### config.mk
export PLATFORM = sky130hd
export DESIGN_NAME = priority_task_scheduler_unit_flat
export DESIGN_NICKNAME = d
export VERILOG_FILES = /design/src/sv/pts_pkg.sv /design/src/sv/pts_in_if.sv /design/src/sv/pts_out_if.sv /design/src/sv/pts_dp.sv /design/src/sv/pts_ctrl.sv /design/src/sv/priority_task_scheduler_unit.sv /design/src/flat_wrapper.sv
export SDC_FILE = /design/constraint.sdc
export NUM_CORES = 1
export LEC_CHECK = 0
export BUFFER_PORTS_ARGS = -buffer_cell sky130_fd_sc_hd__buf_2
export CAP_MARGIN = 5
export CELL_PAD_IN_SITES_DETAIL_PLACEMENT = 2
export CELL_PAD_IN_SITES_GLOBAL_PLACEMENT = 2
export CORE_AREA = 2 2 224 226
export DETAILED_ROUTE_END_ITERATION = 6
export DIE_AREA = 0 0 226 228
export HOLD_SLACK_MARGIN = 0.03
export PLACE_DENSITY_LB_ADDON = 0.1
export SETUP_SLACK_MARGIN = 0.4
export SLEW_MARGIN = 30
export SYNTH_ARGS = -nofsm -noshare
export SYNTH_HDL_FRONTEND = slang
export SYNTH_SLANG_ARGS = --single-unit
### constraint.sdc
create_clock -name i_clk -period 9 [get_ports i_clk]
set_clock_uncertainty 0.2 [all_clocks]
set_input_delay 0 -clock i_clk [delete_from_list [all_inputs] [get_ports i_clk]]
set_output_delay 0 -clock i_clk [all_outputs]
set_load 0.01 [all_outputs]
### src/sv/pts_pkg.sv
// Shared types, constants and helpers for the priority task scheduler.
package pts_pkg;

    // Scheduler sizing
    localparam int NUM_TASKS  = 8;
    localparam int DELAY_BITS = 32;
    localparam int TASK_W     = $clog2(NUM_TASKS);

    // Transaction field widths
    localparam int CMD_W      = 4;
    localparam int TASK_REQ_W = 8;
    localparam int TICKS_W    = 32;
    localparam int TIME_W     = 32;
    localparam int NEST_W     = 8;
    localparam int OUT_TASK_W = 3;
    localparam int OUT_MASK_W = 8;

    // Interrupt nesting saturates here
    localparam logic [NEST_W-1:0] SAT_DEPTH = 8'd255;

    typedef logic [TASK_W-1:0]     t_task;
    typedef logic [NUM_TASKS-1:0]  t_mask;
    typedef logic [DELAY_BITS-1:0] t_delay;
    typedef logic [OUT_TASK_W-1:0] t_out_task;
    typedef logic [OUT_MASK_W-1:0] t_out_mask;

    // Command codes carried in the cmd field
    typedef enum logic [CMD_W-1:0] {
        CMD_CREATE    = 4'd0,
        CMD_RESUME    = 4'd1,
        CMD_SUSPEND   = 4'd2,
        CMD_DELAY_CUR = 4'd3,
        CMD_CANCEL    = 4'd4,
        CMD_TICK      = 4'd5,
        CMD_INT_ENTER = 4'd6,
        CMD_INT_EXIT  = 4'd7,
        CMD_START     = 4'd8,
        CMD_SWITCH    = 4'd9
    } t_cmd;

    // Controller states
    typedef enum logic [2:0] {
        ST_IDLE,
        ST_EXEC,
        ST_TICK,
        ST_RESCHED,
        ST_WAIT_OUT
    } t_state;

    // Datapath operations issued by the controller
    typedef enum logic [4:0] {
        OP_NONE,
        OP_CAPTURE,
        OP_ERROR,
        OP_CREATE,
        OP_SET_READY,
        OP_CLR_READY,
        OP_DELAY_CUR,
        OP_CANCEL,
        OP_TIME_INC,
        OP_TICK_STEP,
        OP_NEST_INC,
        OP_NEST_DEC,
        OP_START,
        OP_SET_TIME,
        OP_SWITCH_DONE,
        OP_RESCHED,
        OP_EMIT
    } t_op;

    typedef struct packed {
        t_op op;
    } t_dp_cmd;

    typedef struct packed {
        logic [CMD_W-1:0] cmd;
        logic             bad;
        logic             started;
        logic             delay_zero;
        logic             is_current;
        logic             set_time;
        logic             tick_last;
    } t_dp_status;

    // Highest-numbered set bit; zero when none is set
    function automatic t_task find_highest(input t_mask m);
        t_task h;
        h = '0;
        for (int i = 0; i < NUM_TASKS; i++) begin
            if (m[i]) begin
                h = t_task'(i);
            end
        end
        return h;
    endfunction

endpackage

### src/sv/pts_in_if.sv
// Command channel: valid/ready handshake with the command payload.
interface pts_in_if;
    logic                           valid;
    logic                           ready;
    logic [pts_pkg::CMD_W-1:0]      cmd;
    logic [pts_pkg::TASK_REQ_W-1:0] task_req;
    logic [pts_pkg::TICKS_W-1:0]    ticks;
    logic                           set_time;

    modport source (output valid, output cmd, output task_req, output ticks,
                    output set_time, input ready);
    modport sink   (input valid, input cmd, input task_req, input ticks,
                    input set_time, output ready);
endinterface

### src/sv/pts_out_if.sv
// Result channel: valid/ready handshake with the scheduler snapshot.
interface pts_out_if;
    logic                           valid;
    logic                           ready;
    logic                           status;
    logic                           switch_request;
    logic [pts_pkg::OUT_TASK_W-1:0] high_ready;
    logic [pts_pkg::OUT_TASK_W-1:0] current;
    logic [pts_pkg::OUT_MASK_W-1:0] ready_mask;
    logic [pts_pkg::TIME_W-1:0]     time_now;
    logic                           is_running;
    logic [pts_pkg::NEST_W-1:0]     int_depth;

    modport source (output valid, output status, output switch_request,
                    output high_ready, output current, output ready_mask,
                    output time_now, output is_running, output int_depth,
                    input ready);
    modport sink   (input valid, input status, input switch_request,
                    input high_ready, input current, input ready_mask,
                    input time_now, input is_running, input int_depth,
                    output ready);
endinterface

### src/sv/pts_dp.sv
// Scheduler datapath: task state, delay counters, time, nesting and result register.
module pts_dp (
    input  logic                           i_clk,
    input  logic                           i_rst_n,
    input  pts_pkg::t_dp_cmd               i_cmd,
    input  logic [pts_pkg::CMD_W-1:0]      i_cmd_code,
    input  logic [pts_pkg::TASK_REQ_W-1:0] i_task_req,
    input  logic [pts_pkg::TICKS_W-1:0]    i_ticks,
    input  logic                           i_set_time,
    output pts_pkg::t_dp_status            o_status,
    output logic                           o_res_status,
    output logic                           o_switch_request,
    output pts_pkg::t_out_task             o_high_ready,
    output pts_pkg::t_out_task             o_current,
    output pts_pkg::t_out_mask             o_ready_mask,
    output logic [pts_pkg::TIME_W-1:0]     o_time_now,
    output logic                           o_is_running,
    output logic [pts_pkg::NEST_W-1:0]     o_int_depth
);

    // Captured transaction
    logic [pts_pkg::CMD_W-1:0]      r_cmd;
    logic [pts_pkg::TASK_REQ_W-1:0] r_task;
    logic [pts_pkg::TICKS_W-1:0]    r_ticks;
    logic                           r_set_time;

    // Scheduler state
    pts_pkg::t_mask                 r_ready;
    pts_pkg::t_delay                r_delay [pts_pkg::NUM_TASKS];
    pts_pkg::t_task                 r_current;
    pts_pkg::t_task                 r_chosen;
    logic                           r_started;
    logic [pts_pkg::NEST_W-1:0]     r_nesting;
    logic [pts_pkg::TIME_W-1:0]     r_time;
    pts_pkg::t_task                 r_idx;
    logic                           r_err;
    logic                           r_sw;

    // Result register
    logic                           r_o_status;
    logic                           r_o_sw;
    pts_pkg::t_out_task             r_o_high;
    pts_pkg::t_out_task             r_o_current;
    pts_pkg::t_out_mask             r_o_mask;
    logic [pts_pkg::TIME_W-1:0]     r_o_time;
    logic                           r_o_running;
    logic [pts_pkg::NEST_W-1:0]     r_o_depth;

    pts_pkg::t_task                 task_idx;
    pts_pkg::t_task                 rd_addr;
    pts_pkg::t_delay                rd_delay;
    pts_pkg::t_task                 hi_idx;
    logic                           any_ready;

    // Single read port on the delay counters: tick sweep index or named task
    assign task_idx  = r_task[pts_pkg::TASK_W-1:0];
    assign rd_addr   = (r_cmd == pts_pkg::CMD_TICK) ? r_idx : task_idx;
    assign rd_delay  = r_delay[rd_addr];
    assign hi_idx    = pts_pkg::find_highest(r_ready);
    assign any_ready = |r_ready;

    // Status toward the controller
    always_comb begin
        o_status.cmd        = r_cmd;
        o_status.bad        = (int'(r_task) >= pts_pkg::NUM_TASKS);
        o_status.started    = r_started;
        o_status.delay_zero = (rd_delay == '0);
        o_status.is_current = (task_idx == r_current);
        o_status.set_time   = r_set_time;
        o_status.tick_last  = (r_idx == '0);
    end

    // Capture the accepted transaction
    always_ff @(posedge i_clk) begin
        if (i_cmd.op == pts_pkg::OP_CAPTURE) begin
            r_task     <= i_task_req;
            r_ticks    <= i_ticks;
            r_set_time <= i_set_time;
        end
    end

    // Command code is reset so the read-port select is defined after reset
    always_ff @(posedge i_clk) begin
        if (!i_rst_n) begin
            r_cmd <= '0;
        end else if (i_cmd.op == pts_pkg::OP_CAPTURE) begin
            r_cmd <= i_cmd_code;
        end
    end

    // Delay counters: one write per cycle
    always_ff @(posedge i_clk) begin
        if (!i_rst_n) begin
            for (int i = 0; i < pts_pkg::NUM_TASKS; i++) begin
                r_delay[i] <= '0;
            end
        end else begin
            case (i_cmd.op)
                pts_pkg::OP_CREATE,
                pts_pkg::OP_CANCEL: begin
                    r_delay[task_idx] <= '0;
                end
                pts_pkg::OP_DELAY_CUR: begin
                    r_delay[r_current] <= r_ticks[pts_pkg::DELAY_BITS-1:0];
                end
                pts_pkg::OP_TICK_STEP: begin
                    if (rd_delay != '0) begin
                        r_delay[r_idx] <= rd_delay - 1'b1;
                    end
                end
                default: begin
                end
            endcase
        end
    end

    // Ready bits, task selection, time, nesting
    always_ff @(posedge i_clk) begin
        if (!i_rst_n) begin
            r_ready   <= '0;
            r_current <= '0;
            r_chosen  <= '0;
            r_started <= 1'b0;
            r_nesting <= '0;
            r_time    <= '0;
            r_idx     <= '0;
            r_err     <= 1'b0;
            r_sw      <= 1'b0;
        end else begin
            case (i_cmd.op)
                pts_pkg::OP_CAPTURE: begin
                    r_err <= 1'b0;
                    r_sw  <= 1'b0;
                end
                pts_pkg::OP_ERROR: begin
                    r_err <= 1'b1;
                end
                pts_pkg::OP_CREATE,
                pts_pkg::OP_SET_READY,
                pts_pkg::OP_CANCEL: begin
                    r_ready[task_idx] <= 1'b1;
                end
                pts_pkg::OP_CLR_READY: begin
                    r_ready[task_idx] <= 1'b0;
                end
                pts_pkg::OP_DELAY_CUR: begin
                    r_ready[r_current] <= 1'b0;
                end
                pts_pkg::OP_TIME_INC: begin
                    r_time <= r_time + 1'b1;
                    r_idx  <= pts_pkg::t_task'(pts_pkg::NUM_TASKS - 1);
                end
                pts_pkg::OP_TICK_STEP: begin
                    // Counter expiring this step makes its task ready
                    if (rd_delay == pts_pkg::t_delay'(1)) begin
                        r_ready[r_idx] <= 1'b1;
                    end
                    r_idx <= r_idx - 1'b1;
                end
                pts_pkg::OP_NEST_INC: begin
                    if (r_nesting != pts_pkg::SAT_DEPTH) begin
                        r_nesting <= r_nesting + 1'b1;
                    end
                end
                pts_pkg::OP_NEST_DEC: begin
                    if (r_nesting != '0) begin
                        r_nesting <= r_nesting - 1'b1;
                    end
                end
                pts_pkg::OP_START: begin
                    if (!r_started && any_ready) begin
                        r_chosen  <= hi_idx;
                        r_current <= hi_idx;
                        r_started <= 1'b1;
                    end
                end
                pts_pkg::OP_SET_TIME: begin
                    r_time <= r_ticks;
                end
                pts_pkg::OP_SWITCH_DONE: begin
                    r_current <= r_chosen;
                end
                pts_pkg::OP_RESCHED: begin
                    // No reschedule while nested; empty ready set keeps old choice
                    if (r_nesting == '0) begin
                        if (any_ready) begin
                            r_chosen <= hi_idx;
                            r_sw     <= (hi_idx != r_current);
                        end else begin
                            r_sw     <= (r_chosen != r_current);
                        end
                    end
                end
                default: begin
                end
            endcase
        end
    end

    // Result register, loaded once the transaction is finished
    always_ff @(posedge i_clk) begin
        if (i_cmd.op == pts_pkg::OP_EMIT) begin
            r_o_status  <= r_err;
            r_o_sw      <= r_sw;
            r_o_high    <= pts_pkg::t_out_task'(r_chosen);
            r_o_current <= pts_pkg::t_out_task'(r_current);
            r_o_mask    <= pts_pkg::t_out_mask'(r_ready);
            r_o_time    <= r_time;
            r_o_running <= r_started;
            r_o_depth   <= r_nesting;
        end
    end

    assign o_res_status     = r_o_status;
    assign o_switch_request = r_o_sw;
    assign o_high_ready     = r_o_high;
    assign o_current        = r_o_current;
    assign o_ready_mask     = r_o_mask;
    assign o_time_now       = r_o_time;
    assign o_is_running     = r_o_running;
    assign o_int_depth      = r_o_depth;

endmodule

### src/sv/pts_ctrl.sv
// Scheduler controller: sequences capture, execute, tick sweep, reschedule and output.
module pts_ctrl (
    input  logic                i_clk,
    input  logic                i_rst_n,
    input  logic                i_in_valid,
    output logic                o_in_ready,
    output logic                o_out_valid,
    input  logic                i_out_ready,
    input  pts_pkg::t_dp_status i_status,
    output pts_pkg::t_dp_cmd    o_dp_cmd
);

    pts_pkg::t_state r_state;
    pts_pkg::t_state n_state;
    logic            r_out_valid;
    logic            n_out_valid;
    logic            out_free;

    assign out_free = !r_out_valid || i_out_ready;

    // State and output-valid registers
    always_ff @(posedge i_clk) begin
        if (!i_rst_n) begin
            r_state     <= pts_pkg::ST_IDLE;
            r_out_valid <= 1'b0;
        end else begin
            r_state     <= n_state;
            r_out_valid <= n_out_valid;
        end
    end

    // Next state and datapath operation
    always_comb begin
        n_state     = r_state;
        o_dp_cmd.op = pts_pkg::OP_NONE;
        o_in_ready  = 1'b0;
        case (r_state)
            pts_pkg::ST_IDLE: begin
                o_in_ready = 1'b1;
                if (i_in_valid) begin
                    o_dp_cmd.op = pts_pkg::OP_CAPTURE;
                    n_state     = pts_pkg::ST_EXEC;
                end
            end
            pts_pkg::ST_EXEC: begin
                n_state = pts_pkg::ST_WAIT_OUT;
                case (i_status.cmd)
                    pts_pkg::CMD_CREATE: begin
                        if (i_status.bad) begin
                            o_dp_cmd.op = pts_pkg::OP_ERROR;
                        end else begin
                            o_dp_cmd.op = pts_pkg::OP_CREATE;
                            if (i_status.started) begin
                                n_state = pts_pkg::ST_RESCHED;
                            end
                        end
                    end
                    pts_pkg::CMD_RESUME: begin
                        if (i_status.bad) begin
                            o_dp_cmd.op = pts_pkg::OP_ERROR;
                        end else if (i_status.delay_zero) begin
                            o_dp_cmd.op = pts_pkg::OP_SET_READY;
                            n_state     = pts_pkg::ST_RESCHED;
                        end
                    end
                    pts_pkg::CMD_SUSPEND: begin
                        if (i_status.bad) begin
                            o_dp_cmd.op = pts_pkg::OP_ERROR;
                        end else begin
                            o_dp_cmd.op = pts_pkg::OP_CLR_READY;
                            if (i_status.is_current) begin
                                n_state = pts_pkg::ST_RESCHED;
                            end
                        end
                    end
                    pts_pkg::CMD_DELAY_CUR: begin
                        o_dp_cmd.op = pts_pkg::OP_DELAY_CUR;
                        n_state     = pts_pkg::ST_RESCHED;
                    end
                    pts_pkg::CMD_CANCEL: begin
                        if (i_status.bad) begin
                            o_dp_cmd.op = pts_pkg::OP_ERROR;
                        end else if (!i_status.delay_zero) begin
                            o_dp_cmd.op = pts_pkg::OP_CANCEL;
                            n_state     = pts_pkg::ST_RESCHED;
                        end
                    end
                    pts_pkg::CMD_TICK: begin
                        if (i_status.started) begin
                            o_dp_cmd.op = pts_pkg::OP_TIME_INC;
                            n_state     = pts_pkg::ST_TICK;
                        end
                    end
                    pts_pkg::CMD_INT_ENTER: begin
                        if (i_status.started) begin
                            o_dp_cmd.op = pts_pkg::OP_NEST_INC;
                        end
                    end
                    pts_pkg::CMD_INT_EXIT: begin
                        if (i_status.started) begin
                            o_dp_cmd.op = pts_pkg::OP_NEST_DEC;
                            n_state     = pts_pkg::ST_RESCHED;
                        end
                    end
                    pts_pkg::CMD_START: begin
                        o_dp_cmd.op = pts_pkg::OP_START;
                    end
                    pts_pkg::CMD_SWITCH: begin
                        o_dp_cmd.op = i_status.set_time ? pts_pkg::OP_SET_TIME
                                                        : pts_pkg::OP_SWITCH_DONE;
                    end
                    default: begin
                    end
                endcase
            end
            pts_pkg::ST_TICK: begin
                // One delay counter per cycle, highest index first
                o_dp_cmd.op = pts_pkg::OP_TICK_STEP;
                if (i_status.tick_last) begin
                    n_state = pts_pkg::ST_WAIT_OUT;
                end
            end
            pts_pkg::ST_RESCHED: begin
                o_dp_cmd.op = pts_pkg::OP_RESCHED;
                n_state     = pts_pkg::ST_WAIT_OUT;
            end
            pts_pkg::ST_WAIT_OUT: begin
                if (out_free) begin
                    o_dp_cmd.op = pts_pkg::OP_EMIT;
                    n_state     = pts_pkg::ST_IDLE;
                end
            end
            default: begin
                n_state = pts_pkg::ST_IDLE;
            end
        endcase
    end

    // Output register valid: set on load, cleared when taken
    always_comb begin
        if (o_dp_cmd.op == pts_pkg::OP_EMIT) begin
            n_out_valid = 1'b1;
        end else if (i_out_ready) begin
            n_out_valid = 1'b0;
        end else begin
            n_out_valid = r_out_valid;
        end
    end

    assign o_out_valid = r_out_valid;

    // Checks
    a_accept_to_exec: assert property (@(posedge i_clk) disable iff (!i_rst_n)
        (i_in_valid && o_in_ready) |=> (r_state == pts_pkg::ST_EXEC))
        else $error("accepted transaction did not enter execute");

    a_emit_into_free: assert property (@(posedge i_clk) disable iff (!i_rst_n)
        (o_dp_cmd.op == pts_pkg::OP_EMIT) |-> out_free)
        else $error("result loaded over an untaken result");

    a_tick_ends: assert property (@(posedge i_clk) disable iff (!i_rst_n)
        (r_state == pts_pkg::ST_TICK && i_status.tick_last)
            |=> (r_state == pts_pkg::ST_WAIT_OUT))
        else $error("tick sweep did not finish after the last counter");

    a_emit_sets_valid: assert property (@(posedge i_clk) disable iff (!i_rst_n)
        (o_dp_cmd.op == pts_pkg::OP_EMIT) |=> (o_out_valid && r_state == pts_pkg::ST_IDLE))
        else $error("loaded result not presented");

endmodule

### src/sv/priority_task_scheduler_unit.sv
// Top level of the priority task scheduler.
// One command transaction in gives one result transaction out. A command passes through
// capture, execute and output load, with a reschedule step before the output load when it
// reschedules; a tick adds a sweep after execute, since the delay counters sit behind a
// single read/decrement port and are walked one task per cycle. The result is presented
// the cycle after the output load, and a result left untaken stalls the output load.
// A new command is taken only while the controller is idle, but a finished result may
// still wait in the output register while the next command is accepted. Unless interrupts
// are nested, rescheduling picks the highest-numbered ready task and flags a switch when it
// differs from the running task; status reports a task index out of range.
module priority_task_scheduler_unit (
    input  logic       i_clk,
    input  logic       i_rst_n,
    pts_in_if.sink     i_in,
    pts_out_if.source  o_out
);

    pts_pkg::t_dp_cmd    dp_cmd;
    pts_pkg::t_dp_status dp_status;

    pts_ctrl u_ctrl (
        .i_clk       (i_clk),
        .i_rst_n     (i_rst_n),
        .i_in_valid  (i_in.valid),
        .o_in_ready  (i_in.ready),
        .o_out_valid (o_out.valid),
        .i_out_ready (o_out.ready),
        .i_status    (dp_status),
        .o_dp_cmd    (dp_cmd)
    );

    pts_dp u_dp (
        .i_clk            (i_clk),
        .i_rst_n          (i_rst_n),
        .i_cmd            (dp_cmd),
        .i_cmd_code       (i_in.cmd),
        .i_task_req       (i_in.task_req),
        .i_ticks          (i_in.ticks),
        .i_set_time       (i_in.set_time),
        .o_status         (dp_status),
        .o_res_status     (o_out.status),
        .o_switch_request (o_out.switch_request),
        .o_high_ready     (o_out.high_ready),
        .o_current        (o_out.current),
        .o_ready_mask     (o_out.ready_mask),
        .o_time_now       (o_out.time_now),
        .o_is_running     (o_out.is_running),
        .o_int_depth      (o_out.int_depth)
    );

endmodule
### src/flat_wrapper.sv
// flat-port wrapper written by rule: the top's interface ports become plain ports
module priority_task_scheduler_unit_flat 
  (i_clk, i_rst_n, i_in_valid, i_in_cmd, i_in_task_req, i_in_ticks, i_in_set_time, i_in_ready, o_out_valid, o_out_status, o_out_switch_request, o_out_high_ready, o_out_current, o_out_ready_mask, o_out_time_now, o_out_is_running, o_out_int_depth, o_out_ready);
  pts_in_if i_in_i ();
  pts_out_if o_out_i ();
  input  logic i_clk;
  input  logic i_rst_n;
  input wire logic [$bits(i_in_i.valid)-1:0] i_in_valid;
  input wire logic [$bits(i_in_i.cmd)-1:0] i_in_cmd;
  input wire logic [$bits(i_in_i.task_req)-1:0] i_in_task_req;
  input wire logic [$bits(i_in_i.ticks)-1:0] i_in_ticks;
  input wire logic [$bits(i_in_i.set_time)-1:0] i_in_set_time;
  output wire logic [$bits(i_in_i.ready)-1:0] i_in_ready;
  output wire logic [$bits(o_out_i.valid)-1:0] o_out_valid;
  output wire logic [$bits(o_out_i.status)-1:0] o_out_status;
  output wire logic [$bits(o_out_i.switch_request)-1:0] o_out_switch_request;
  output wire logic [$bits(o_out_i.high_ready)-1:0] o_out_high_ready;
  output wire logic [$bits(o_out_i.current)-1:0] o_out_current;
  output wire logic [$bits(o_out_i.ready_mask)-1:0] o_out_ready_mask;
  output wire logic [$bits(o_out_i.time_now)-1:0] o_out_time_now;
  output wire logic [$bits(o_out_i.is_running)-1:0] o_out_is_running;
  output wire logic [$bits(o_out_i.int_depth)-1:0] o_out_int_depth;
  input wire logic [$bits(o_out_i.ready)-1:0] o_out_ready;
  assign i_in_i.valid = i_in_valid;
  assign i_in_i.cmd = i_in_cmd;
  assign i_in_i.task_req = i_in_task_req;
  assign i_in_i.ticks = i_in_ticks;
  assign i_in_i.set_time = i_in_set_time;
  assign i_in_ready = i_in_i.ready;
  assign o_out_valid = o_out_i.valid;
  assign o_out_status = o_out_i.status;
  assign o_out_switch_request = o_out_i.switch_request;
  assign o_out_high_ready = o_out_i.high_ready;
  assign o_out_current = o_out_i.current;
  assign o_out_ready_mask = o_out_i.ready_mask;
  assign o_out_time_now = o_out_i.time_now;
  assign o_out_is_running = o_out_i.is_running;
  assign o_out_int_depth = o_out_i.int_depth;
  assign o_out_i.ready = o_out_ready;
  priority_task_scheduler_unit u_core (.i_clk(i_clk), .i_rst_n(i_rst_n), .i_in(i_in_i), .o_out(o_out_i));
endmodule
==> results by stage, run 1 <==
Clock tree:
- The number of instances resized during post-cts repair is 0.
- The number of H-tree levels is 2.
- Buffers inserted to repair hold after CTS numbered 98.
- The clock tree from TritonCTS is built.
- The cell sitting at the root of the clock tree is a sky130_fd_sc_hd__clkbuf_16.
- The clock sink total is 422.
- In this run the deepest clock path goes through 3 buffers.
- The clock edge transition at the registers on the reported setup and hold paths is about 0.06 ns.
- After clock tree synthesis, the setup repair step added 0 buffers.
- The number of buffers inserted during clock tree synthesis is 48.
- At the later pin of the worst-skew pair, clock insertion delay measures 0.61 ns.

Drt:
- The pre-antenna-repair detailed-routing pass consisted of 5 iterations.
- The detail-routed via count per cell is 5.75.
- The overall routed net length is 71.9 mm.
- The number of vias in the routed layout is 15400.
- The final antenna-violating net count is 0.
- After the first detailed-routing iteration, the DRC count stood at 901.
- In the final routed layout, each cell accounts on average for between 20 and 30 µm.
- The number of design rule violations left after detail routing is 0.

STA:
- At the pin with the least slew margin, the transition time is 0.942 ns.
- The number of max-slew violations in the final report is 0.
- Setup repair after global routing left no endpoint under its margin.
- Derived from the worst setup path, the maximum achievable clock frequency is 131 MHz.
- The number of failing setup endpoints in the final timing report is 0.
- The period utilization is between 80 and 90%.
- The worst max-slew margin expressed relative to the limit is 36.6%.
- The shortest period the worst path allows is approximately 7.6 ns.
- The accumulated negative setup slack is 0 ns.
- The number of endpoints with negative hold slack in the final report is 0.

Worst setup path:
- Walking the worst path, the cells encountered are nand4bb_1, buf_4, mux2i_4, nor2b_2, buf_4, a32oi_1, nand2_1, nand4_2, nor3b_1, a31oi_1, nor3_1, and3_4, a221o_1, nand3_2, nand2_2, buf_4.
- For this design, the slowest cell found on the critical path is sky130_fd_sc_hd__mux2i_4.
- The worst register-to-register path has a setup slack of 1.36 ns.
- The worst setup path is captured at a flip-flop.
- The critical path class is reg2reg.
- Measured in cells, the most critical reg-to-reg path has a length of 16.
- Among the stages of the critical path, the cell type that occurs most often is sky130_fd_sc_hd__buf_4.
- The largest stage delay on the critical path is 0.80 ns.
- The startpoint of the worst-slack reg-to-reg timing path is u_core.u_dp.r_cmd[1]$_SDFFE_PN0P_.
- The maximum fanout count along the critical path is 38.
- The critical path required time is ~9 ns.
- The critical path arrival is 7.70 ns.
- The worst flop-to-flop path endpoint is u_core.u_dp.r_delay[7][17]$_SDFFCE_PN0P_.
- The category of the worst setup path launch point is a flip-flop.

Yosys:
- When the netlist entered floorplanning its net count stood at between 1500 and 2000.
- A synthesized cell averages 11.2 µm².
- The number of enable flip-flop cells after synthesis is 354.
- The number of different library cells used by synthesis comes to 82.
- The sequential share of the synthesized area is approximately three fifths.
- The post-synthesis instance area is 0.0199 mm².
- During synthesis, Yosys emitted a total of 0 warnings.
- The async set-or-reset flop fraction in the synthesized netlist is 0%.
- The most used flip-flop cell after synthesis is sky130_fd_sc_hd__edfxtp_1.
- After synthesis the netlist holds a flip-flop and latch count of 422.
- In the synthesized netlist, the number of instances is 1783.

Min path:
- The worst hold path begins at o_out_ready.
- Along the worst hold path, the cell count comes to 4.
- The worst hold path terminates at u_core.u_ctrl.o_out_valid$_SDFFE_PN0P_.
- In this run the worst hold path is classified as in2reg.

Layout:
- The net count of the finished layout is 2026.
- The post-route core utilization is 47.9%.
- From synthesis to final layout, the design area changed by 18.6%.
- 0 antenna diodes ended up in the layout.
- The share of cells above drive strength 1 is 13.8%.

Placed design:
- Buffers placed on the I/O ports in this run total 107.
- The half-perimeter wire length of the detailed placement result is 44.4 mm.
- The placer congestion estimate is 0.821.

Global routing:
- The initial antenna violation count is 0.
- The first global-routing pass estimated roughly 110 mm of wire.
- The via count of the first global-routing pass is roughly 17000.
- The maximum number of pins on one net before global-route repair is 73.
- The total track usage is 28.1%.
- For this run the aggregate overflow at the end of global routing stands at 0.

Pwr:
- Across the VDD grid, the largest voltage drop is 0.224 mV.
- Total power for the finished layout comes to 0.00457 W.
- The static leakage power is 8.19 nW.
- Dividing total power by cell area gives a power density of around 190 mW/mm².

Floorplanning:
- The row count is 82.
- The floorplan step set the die width to between 200 and 250 µm.
- The number of ports placed on the die boundary is ~110.
- The floorplan step set the die height to 228 µm.
- The die covers between 0.05 and 0.06 mm².
- The region available for standard cell placement spans 0.0493 mm².
- The effective utilization at floorplan is ~40%.

Job:
- The max-cap violation count is 0.

Run status:
- The flow ran to the end, and the final reports show no timing, DRC or antenna violations.
[sequential cells by signal, summed over array words and instances (netlist names)]
register and count:
u_core.u_dp.r_chosen 3, u_core.u_dp.r_err 1, u_core.u_dp.r_sw 1, u_core.u_dp.o_ready_mask 8
u_core.u_dp.o_current 3, u_core.u_ctrl.r_state 3, u_core.u_dp.r_current 3, u_core.u_dp.r_task 8
u_core.u_dp.o_time_now 32, u_core.u_dp.o_res_status 1, u_core.u_dp.r_nesting 8, u_core.u_dp.r_ticks 32
u_core.u_dp.r_cmd 4, u_core.u_dp.o_switch_request 1, u_core.u_dp.r_started 1, u_core.u_dp.o_high_ready 3
u_core.u_dp.o_int_depth 8, u_core.u_dp.o_is_running 1, u_core.u_dp.r_idx 3, u_core.u_dp.r_delay 256
u_core.u_dp.r_ready 8, u_core.u_dp.r_set_time 1, u_core.u_dp.r_time 32, u_core.u_ctrl.o_out_valid 1
[report_power, final]
group	internal (W)	switching [W]	total (W)
Combinational	0.000138	0.000252	0.000390
Sequential	0.00218	0.0000538	0.00223
Clock	0.00111	0.000838	0.00195
Total	0.00343	0.00114	0.00457
[synth_stat cells (all sizes together), types with 29 or more instances]
master	n	area, µm²
nand4	29	200
buf	64	459
nor2	342	1280
inv	36	135
o21ai	44	220
a32oi	60	526
edfxtp	354	10600
mux2i	80	838
a22oi	31	233
nand2	213	802
a21oi	78	398
nand3	52	320
dfxtp	68	1360
clkbuf	51	193
[cells in the final DEF, fill, tap and decap left out, types with 8 or more instances in the layout]
cell type,n
sky130_fd_sc_hd__nand4_1,26
sky130_fd_sc_hd__a31oi_1,12
sky130_fd_sc_hd__a21oi_1,76
sky130_fd_sc_hd__nor2b_1,12
sky130_fd_sc_hd__buf_4,31
sky130_fd_sc_hd__nand2_2,9
sky130_fd_sc_hd__mux2i_1,76
sky130_fd_sc_hd__nor2_1,340
sky130_fd_sc_hd__a21o_1,8
sky130_fd_sc_hd__clkbuf_16,50
sky130_fd_sc_hd__ha_1,11
sky130_fd_sc_hd__edfxtp_1,354
sky130_fd_sc_hd__a22oi_1,31
sky130_fd_sc_hd__xnor2_1,24
sky130_fd_sc_hd__and2_1,14
sky130_fd_sc_hd__nand3_1,46
sky130_fd_sc_hd__buf_2,110
sky130_fd_sc_hd__o22ai_1,10
sky130_fd_sc_hd__dfxtp_1,68
sky130_fd_sc_hd__nor4_1,8
sky130_fd_sc_hd__o21ai_1,14
sky130_fd_sc_hd__a211oi_1,11
sky130_fd_sc_hd__nor3_1,20
sky130_fd_sc_hd__clkbuf_1,17
sky130_fd_sc_hd__xor2_1,20
sky130_fd_sc_hd__a32oi_1,60
sky130_fd_sc_hd__inv_1,35
sky130_fd_sc_hd__nand2_1,204
sky130_fd_sc_hd__dlygate4sd3_1,98
sky130_fd_sc_hd__and3_1,23
sky130_fd_sc_hd__o21ai_0,30
sky130_fd_sc_hd__nand2b_1,10
[metal layers]
| layer | global-route usage (%) | vias up | wire length, µm |
|---|---|---|---|
| met5 | 0 | - | 0 |
| met4 | 10.3 | 0 | 2610 |
| met3 | 3.63 | 133 | 2790 |
| met2 | 48.7 | 360 | 36300 |
| met1 | 35.7 | 8005 | 30200 |
| li1 | - | 6877 | - |
[worst max-delay path by stage]
stage                                      start                                  endpoint  slack, ns
2_1_floorplan  u_core.u_dp.r_cmd[3]$_SDFFE_PN0P_     u_core.u_dp.r_nesting[7]$_SDFFE_PN0P_       2.59
3_3_place_gp   u_core.u_dp.r_cmd[1]$_SDFFE_PN0P_     u_core.u_dp.r_nesting[7]$_SDFFE_PN0P_       1.06
3_5_place_dp   u_core.u_dp.r_cmd[1]$_SDFFE_PN0P_  u_core.u_dp.r_delay[2][22]$_SDFFCE_PN0P_       1.34
4_1_cts        u_core.u_dp.r_cmd[1]$_SDFFE_PN0P_  u_core.u_dp.r_delay[2][17]$_SDFFCE_PN0P_       1.24
5_1_grt        u_core.u_dp.r_cmd[1]$_SDFFE_PN0P_   u_core.u_dp.r_delay[7][4]$_SDFFCE_PN0P_       0.93
6_report       u_core.u_dp.r_cmd[1]$_SDFFE_PN0P_  u_core.u_dp.r_delay[7][17]$_SDFFCE_PN0P_       1.36
[final cells by class]
class / instances / area (µm²)
repair buffers: 247 / 1920
clock inverters: 18 / 146
fillers: 4958 / 25700
well taps: 672 / 841
inverters: 37 / 139
multi-input cells: 1209 / 7210
flip-flops and latches: 422 / 12000
clock buffers: 71 / 1370
[worst max-delay path: cells and delay by family, from the launching register on]
kind            cells  cell delay [ns]
mux                 1             0.80
buf+inv             3             1.06
flops               1             0.72
compound gates      3             0.85
simple gates        9             3.61
[kinds of logic (layout without fill, tap and decap cells)]
group,count (synthesis),count (layout),share of synthesized area [%]
AND/OR/NAND/NOR,765,765,17.5
buffers and inverters,152,373,3.97
flip-flops,422,422,60.2
AO/OA/AOI/OAI,297,297,10.5
XOR/XNOR,44,44,1.94
adder cells (fa/ha/maj),12,12,0.792
multiplexers,91,91,5.17
[through the flow]
step / hold WS (ns) / area (µm²) / setup slack [ns] / cells
finish: 0.117 / 23600 / 1.36 / 2676
detailed placement: -0.0217 / 21100 / 1.34 / 2487
global route: 0.133 / 23600 / 0.934 / 2676
global placement: -0.0235 / 21100 / 1.06 / 2485
floorplan: -0.101 / 19900 / 2.59 / 1783
CTS: 0.0713 / 23600 / 1.24 / 2674
Note: power is estimated with default switching activity, not from simulation.
==> run 2: changes to the inputs <==
--- a/config.mk
+++ b/config.mk
@@ -9,9 +9,9 @@
 export CAP_MARGIN = 5
 export CELL_PAD_IN_SITES_DETAIL_PLACEMENT = 2
 export CELL_PAD_IN_SITES_GLOBAL_PLACEMENT = 2
-export CORE_AREA = 2 2 224 226
+export CORE_AREA = 2 2 235 237
 export DETAILED_ROUTE_END_ITERATION = 6
-export DIE_AREA = 0 0 226 228
+export DIE_AREA = 0 0 237 239
 export HOLD_SLACK_MARGIN = 0.03
 export PLACE_DENSITY_LB_ADDON = 0.1
 export SETUP_SLACK_MARGIN = 0.4
==> constraint.sdc (replaced) <==
create_clock -name i_clk -period 6.7 [get_ports i_clk]
set_clock_uncertainty 0.2 [all_clocks]
set_input_delay 0 -clock i_clk [delete_from_list [all_inputs] [get_ports i_clk]]
set_output_delay 0 -clock i_clk [all_outputs]
set_load 0.01 [all_outputs]
==> run 2 against run 1 <==
- cell area rose by 1.9%
- fmax grew 27%
- hold slack worse by 0.026 ns
- global-route usage is 2.8 points lower
- combinational power rose by 44%
- register-to-register slack got worse by 0.68 ns
- critical endpoint is now u_core.u_dp.r_nesting[7]$_SDFFE_PN0P_
- largest cell class unchanged
==> results by stage, run 2 (synthesized netlist as in run 1, its figures left out) <==
STA:
- The number of max-slew violations in the final report is 0 (unchanged).
- The number of failing setup endpoints in the final timing report is 0 (unchanged).
- The slew at the pin closest to its max-slew limit came to 0.968 ns (+0.0253 ns).
- The accumulated negative setup slack is 0 ns (unchanged).
- The period utilization was 89.9% (+5.0 points).
- The worst max-slew margin expressed relative to the limit came to 34.9% (-1.7 points).
- Setup repair after global routing left no endpoint under its margin.
- The number of endpoints with negative hold slack in the final report is 0 (unchanged).
- The shortest period the worst path allows is 6.02 ns (-1.62 ns).
- The maximum achievable frequency is 166 MHz (+27%).

Drt:
- The final antenna-violating net count is 0 (unchanged).
- The number of vias in the routed layout is 15500 (+0.54%).
- The wire length per cell after detailed routing is 26.2 µm (-2.3%).
- The overall routed net length is 71.9 mm (about the same).
- The number of DRC markers after the initial detailed-route iteration was 968 (+7.4%).
- The detail-routed via count per cell is 5.64 (-1.8%).
- The number of design rule violations left after detail routing is 0 (unchanged).
- The number of iterations in the first detailed-routing pass is 5 (unchanged).

Layout:
- The largest register by flop count is u_core.u_dp.r_delay.
- The library cell used most frequently in the layout, excluding fill and tap cells, is sky130_fd_sc_hd__edfxtp_1.
- The final net count was 2057 (+1.5%).
- The flip-flop count of the largest register after layout is 256 (unchanged).
- The antenna diode count was 0 (unchanged).
- In the layout the commonest cells are sky130_fd_sc_hd__edfxtp_1 (354), sky130_fd_sc_hd__nor2_1 (339), sky130_fd_sc_hd__nand2_1 (204), sky130_fd_sc_hd__buf_2 (109), sky130_fd_sc_hd__dlygate4sd3_1 (98).
- From synthesis to final layout, the design area changed by 20.8%.
- The share of cells above drive strength 1 was 15.7% (+1.8 points).

Worst setup path:
- The buffers plus inverters on the worst setup path is 4 (+1).
- The critical path arrival is 6.33 ns (-1.37 ns).
- The type of destination of the critical path is a flip-flop.
- The critical path required time is 7.01 ns (-2.05 ns).
- The worst setup path is of the reg2reg kind.
- The worst reg-to-reg path cell count came to 27 (+11).
- The worst flop-to-flop path endpoint is u_core.u_dp.r_nesting[7]$_SDFFE_PN0P_.
- The register-to-register setup slack was 0.68 ns (-0.68 ns).
- The worst register-to-register path begins at u_core.u_dp.r_cmd[3]$_SDFFE_PN0P_.
- The critical path starts at u_core.u_dp.r_cmd[3]$_SDFFE_PN0P_.
- The standard cell with the maximum stage delay on the critical path is sky130_fd_sc_hd__o41ai_4.
- STA classifies the critical path startpoint as a flip-flop.
- The library cell appearing most often on the critical path is sky130_fd_sc_hd__buf_4.
- The largest delay contributor family on the critical path is simple AND/OR/NAND/NOR gates.
- The largest stage delay on the critical path came to 0.39 ns (-0.41 ns).
- The maximum fanout count along the critical path was 7 (-82%).

Pwr:
- The worst-case vdd ir drop is 0.196 mV (-13%).
- The static leakage power is 8.40 nW (+2.6%).
- The total power draw came to 0.00621 W (+36%).
- The power per cell area is 258 mW/mm² (+33%).

Clock tree:
- The clock edge transition at the registers on the reported setup and hold paths came to 0.06 ns (about the same).
- The number of buffers inserted during clock tree synthesis is 49 (+2.1%).
- The buffer depth of the longest clock path is 3 (unchanged).
- The number of H-tree levels is 2 (unchanged).
- The clock sink total is 422 (unchanged).
- The root buffer cell chosen for the clock tree is sky130_fd_sc_hd__clkbuf_16.
- The later-pin clock latency in the skew report came to 0.60 ns (about the same).
- TritonCTS built the clock tree.

Floorplanning:
- The number of ports placed on the die boundary was 108 (unchanged).
- The floorplan die width is 237 µm (+4.9%).
- The area of the core region was 0.0543 mm² (+10%).
- The effective utilization at floorplan is 36.6% (-3.7 points).
- The area of the die is 0.0566 mm² (+9.9%).
- The die height is 239 µm (+4.8%).
- The row count is 86 (+4.9%).

Min path:
- The source of the worst hold timing path is o_out_ready.
- The number of stages on the worst hold path was 4 (unchanged).
- The worst-case hold path end point is u_core.u_ctrl.o_out_valid$_SDFFE_PN0P_.
- The worst min-delay path class is in2reg.

Placed design:
- The placer congestion estimate was 0.791 (-3.6%).
- The half-perimeter wire length of the detailed placement result is 43.5 mm (-2.1%).
- The number of buffers inserted by port buffering is 107 (unchanged).

Global routing:
- The remaining global-route overflow is 0 (unchanged).
- The initial antenna violation count was 1 (+1).
- The maximum number of pins on one net before global-route repair is 71 (-2.7%).
- The total track usage is 25.3% (-2.8 points).
- The via count of the first global-routing pass is 16900 (-0.39%).
- The global-route wire length before repair is 107 mm (-1.0%).

Job:
- The max-cap violation count came to 0 (unchanged).

Run status:
- The run finished with clean final reports.
## run 2: cell types whose count changed in the layout (fill, tap and decap cells not counted), moves of 2 or more
cell                        change
sky130_fd_sc_hd__clkinv_1       +3
sky130_fd_sc_hd__clkbuf_1       -4
sky130_fd_sc_hd__bufinv_16      +2
sky130_fd_sc_hd__mux2i_2        +2
sky130_fd_sc_hd__and4_1         -2
sky130_fd_sc_hd__mux2i_1        -2
sky130_fd_sc_hd__and4_4         +2
sky130_fd_sc_hd__buf_4         +24
sky130_fd_sc_hd__clkinv_2       +3
sky130_fd_sc_hd__buf_12         +3
## run 2: final cells by class
type,count,area (µm²)
Inverter,37,139
Clock buffer,66,1340
Timing Repair Buffer,276,2210
Sequential cell,422,12000
Tap cell,704,881
Multi-Input combinational cell,1210,7270
Fill cell,5529,30300
Clock inverter,25,224
## run 2: worst max path at each step
stage / end / slack (ns) / cells after the start
final: u_core.u_dp.r_nesting[7]$_SDFFE_PN0P_ / 0.68 / 27
after global routing: u_core.u_dp.r_nesting[7]$_SDFFE_PN0P_ / 0.39 / 27
after CTS: u_core.u_dp.r_nesting[7]$_SDFFE_PN0P_ / 0.48 / 24
after detailed placement: u_core.u_dp.r_nesting[7]$_SDFFE_PN0P_ / 0.23 / 24
after global placement: u_core.u_dp.r_nesting[7]$_SDFFE_PN0P_ / 0.55 / 21
after floorplan: u_core.u_dp.r_nesting[7]$_SDFFE_PN0P_ / 0.55 / 29
## run 2: timing repair
action                                  CTS  global route
resized for setup                         2            13
gates cloned                              1             1
buffers inserted                          4             9
pin swaps                                 1             2
endpoints found under the setup margin   41            86
endpoints found under the hold margin    65             0
hold buffers                             98             0
## run 2: layer usage
layer / track usage, % / share of wire (%)
met5: 0 / 0
met4: 8.19 / 2.9
met3: 3.50 / 3.7
met2: 45.8 / 51
met1: 31.0 / 42
## run 2: metrics by stage
step / setup WS (ns) / cell area [µm²] / util (%) / cells / hold WS (ns)
after floorplan: 0.552 / 19900 / - / 1783 / -0.101
after global placement: 0.545 / 21300 / 39.2 / 2534 / -0.0235
after detailed placement: 0.230 / 21300 / 39.2 / 2536 / -0.0212
after CTS: 0.480 / 23900 / 44.0 / 2730 / 0.0426
after global routing: 0.393 / 24100 / 44.3 / 2740 / 0.135
final: 0.680 / 24100 / 44.3 / 2740 / 0.0909
## run 2: worst min-delay path, delay by kind of cell
| family | cells | cell delay [ns] |
|---|---|---|
| simple gates | 1 | 0.13 |
| compound gates | 1 | 0.07 |
| buf+inv | 2 | 0.62 |
## run 2: where the power goes
part | internal, W | switching [W] | leakage, nW
Sequential | 0.00293 | 0.0000594 | 4.09
Clock | 0.00155 | 0.00110 | 0.771
Combinational | 0.000208 | 0.000354 | 3.53
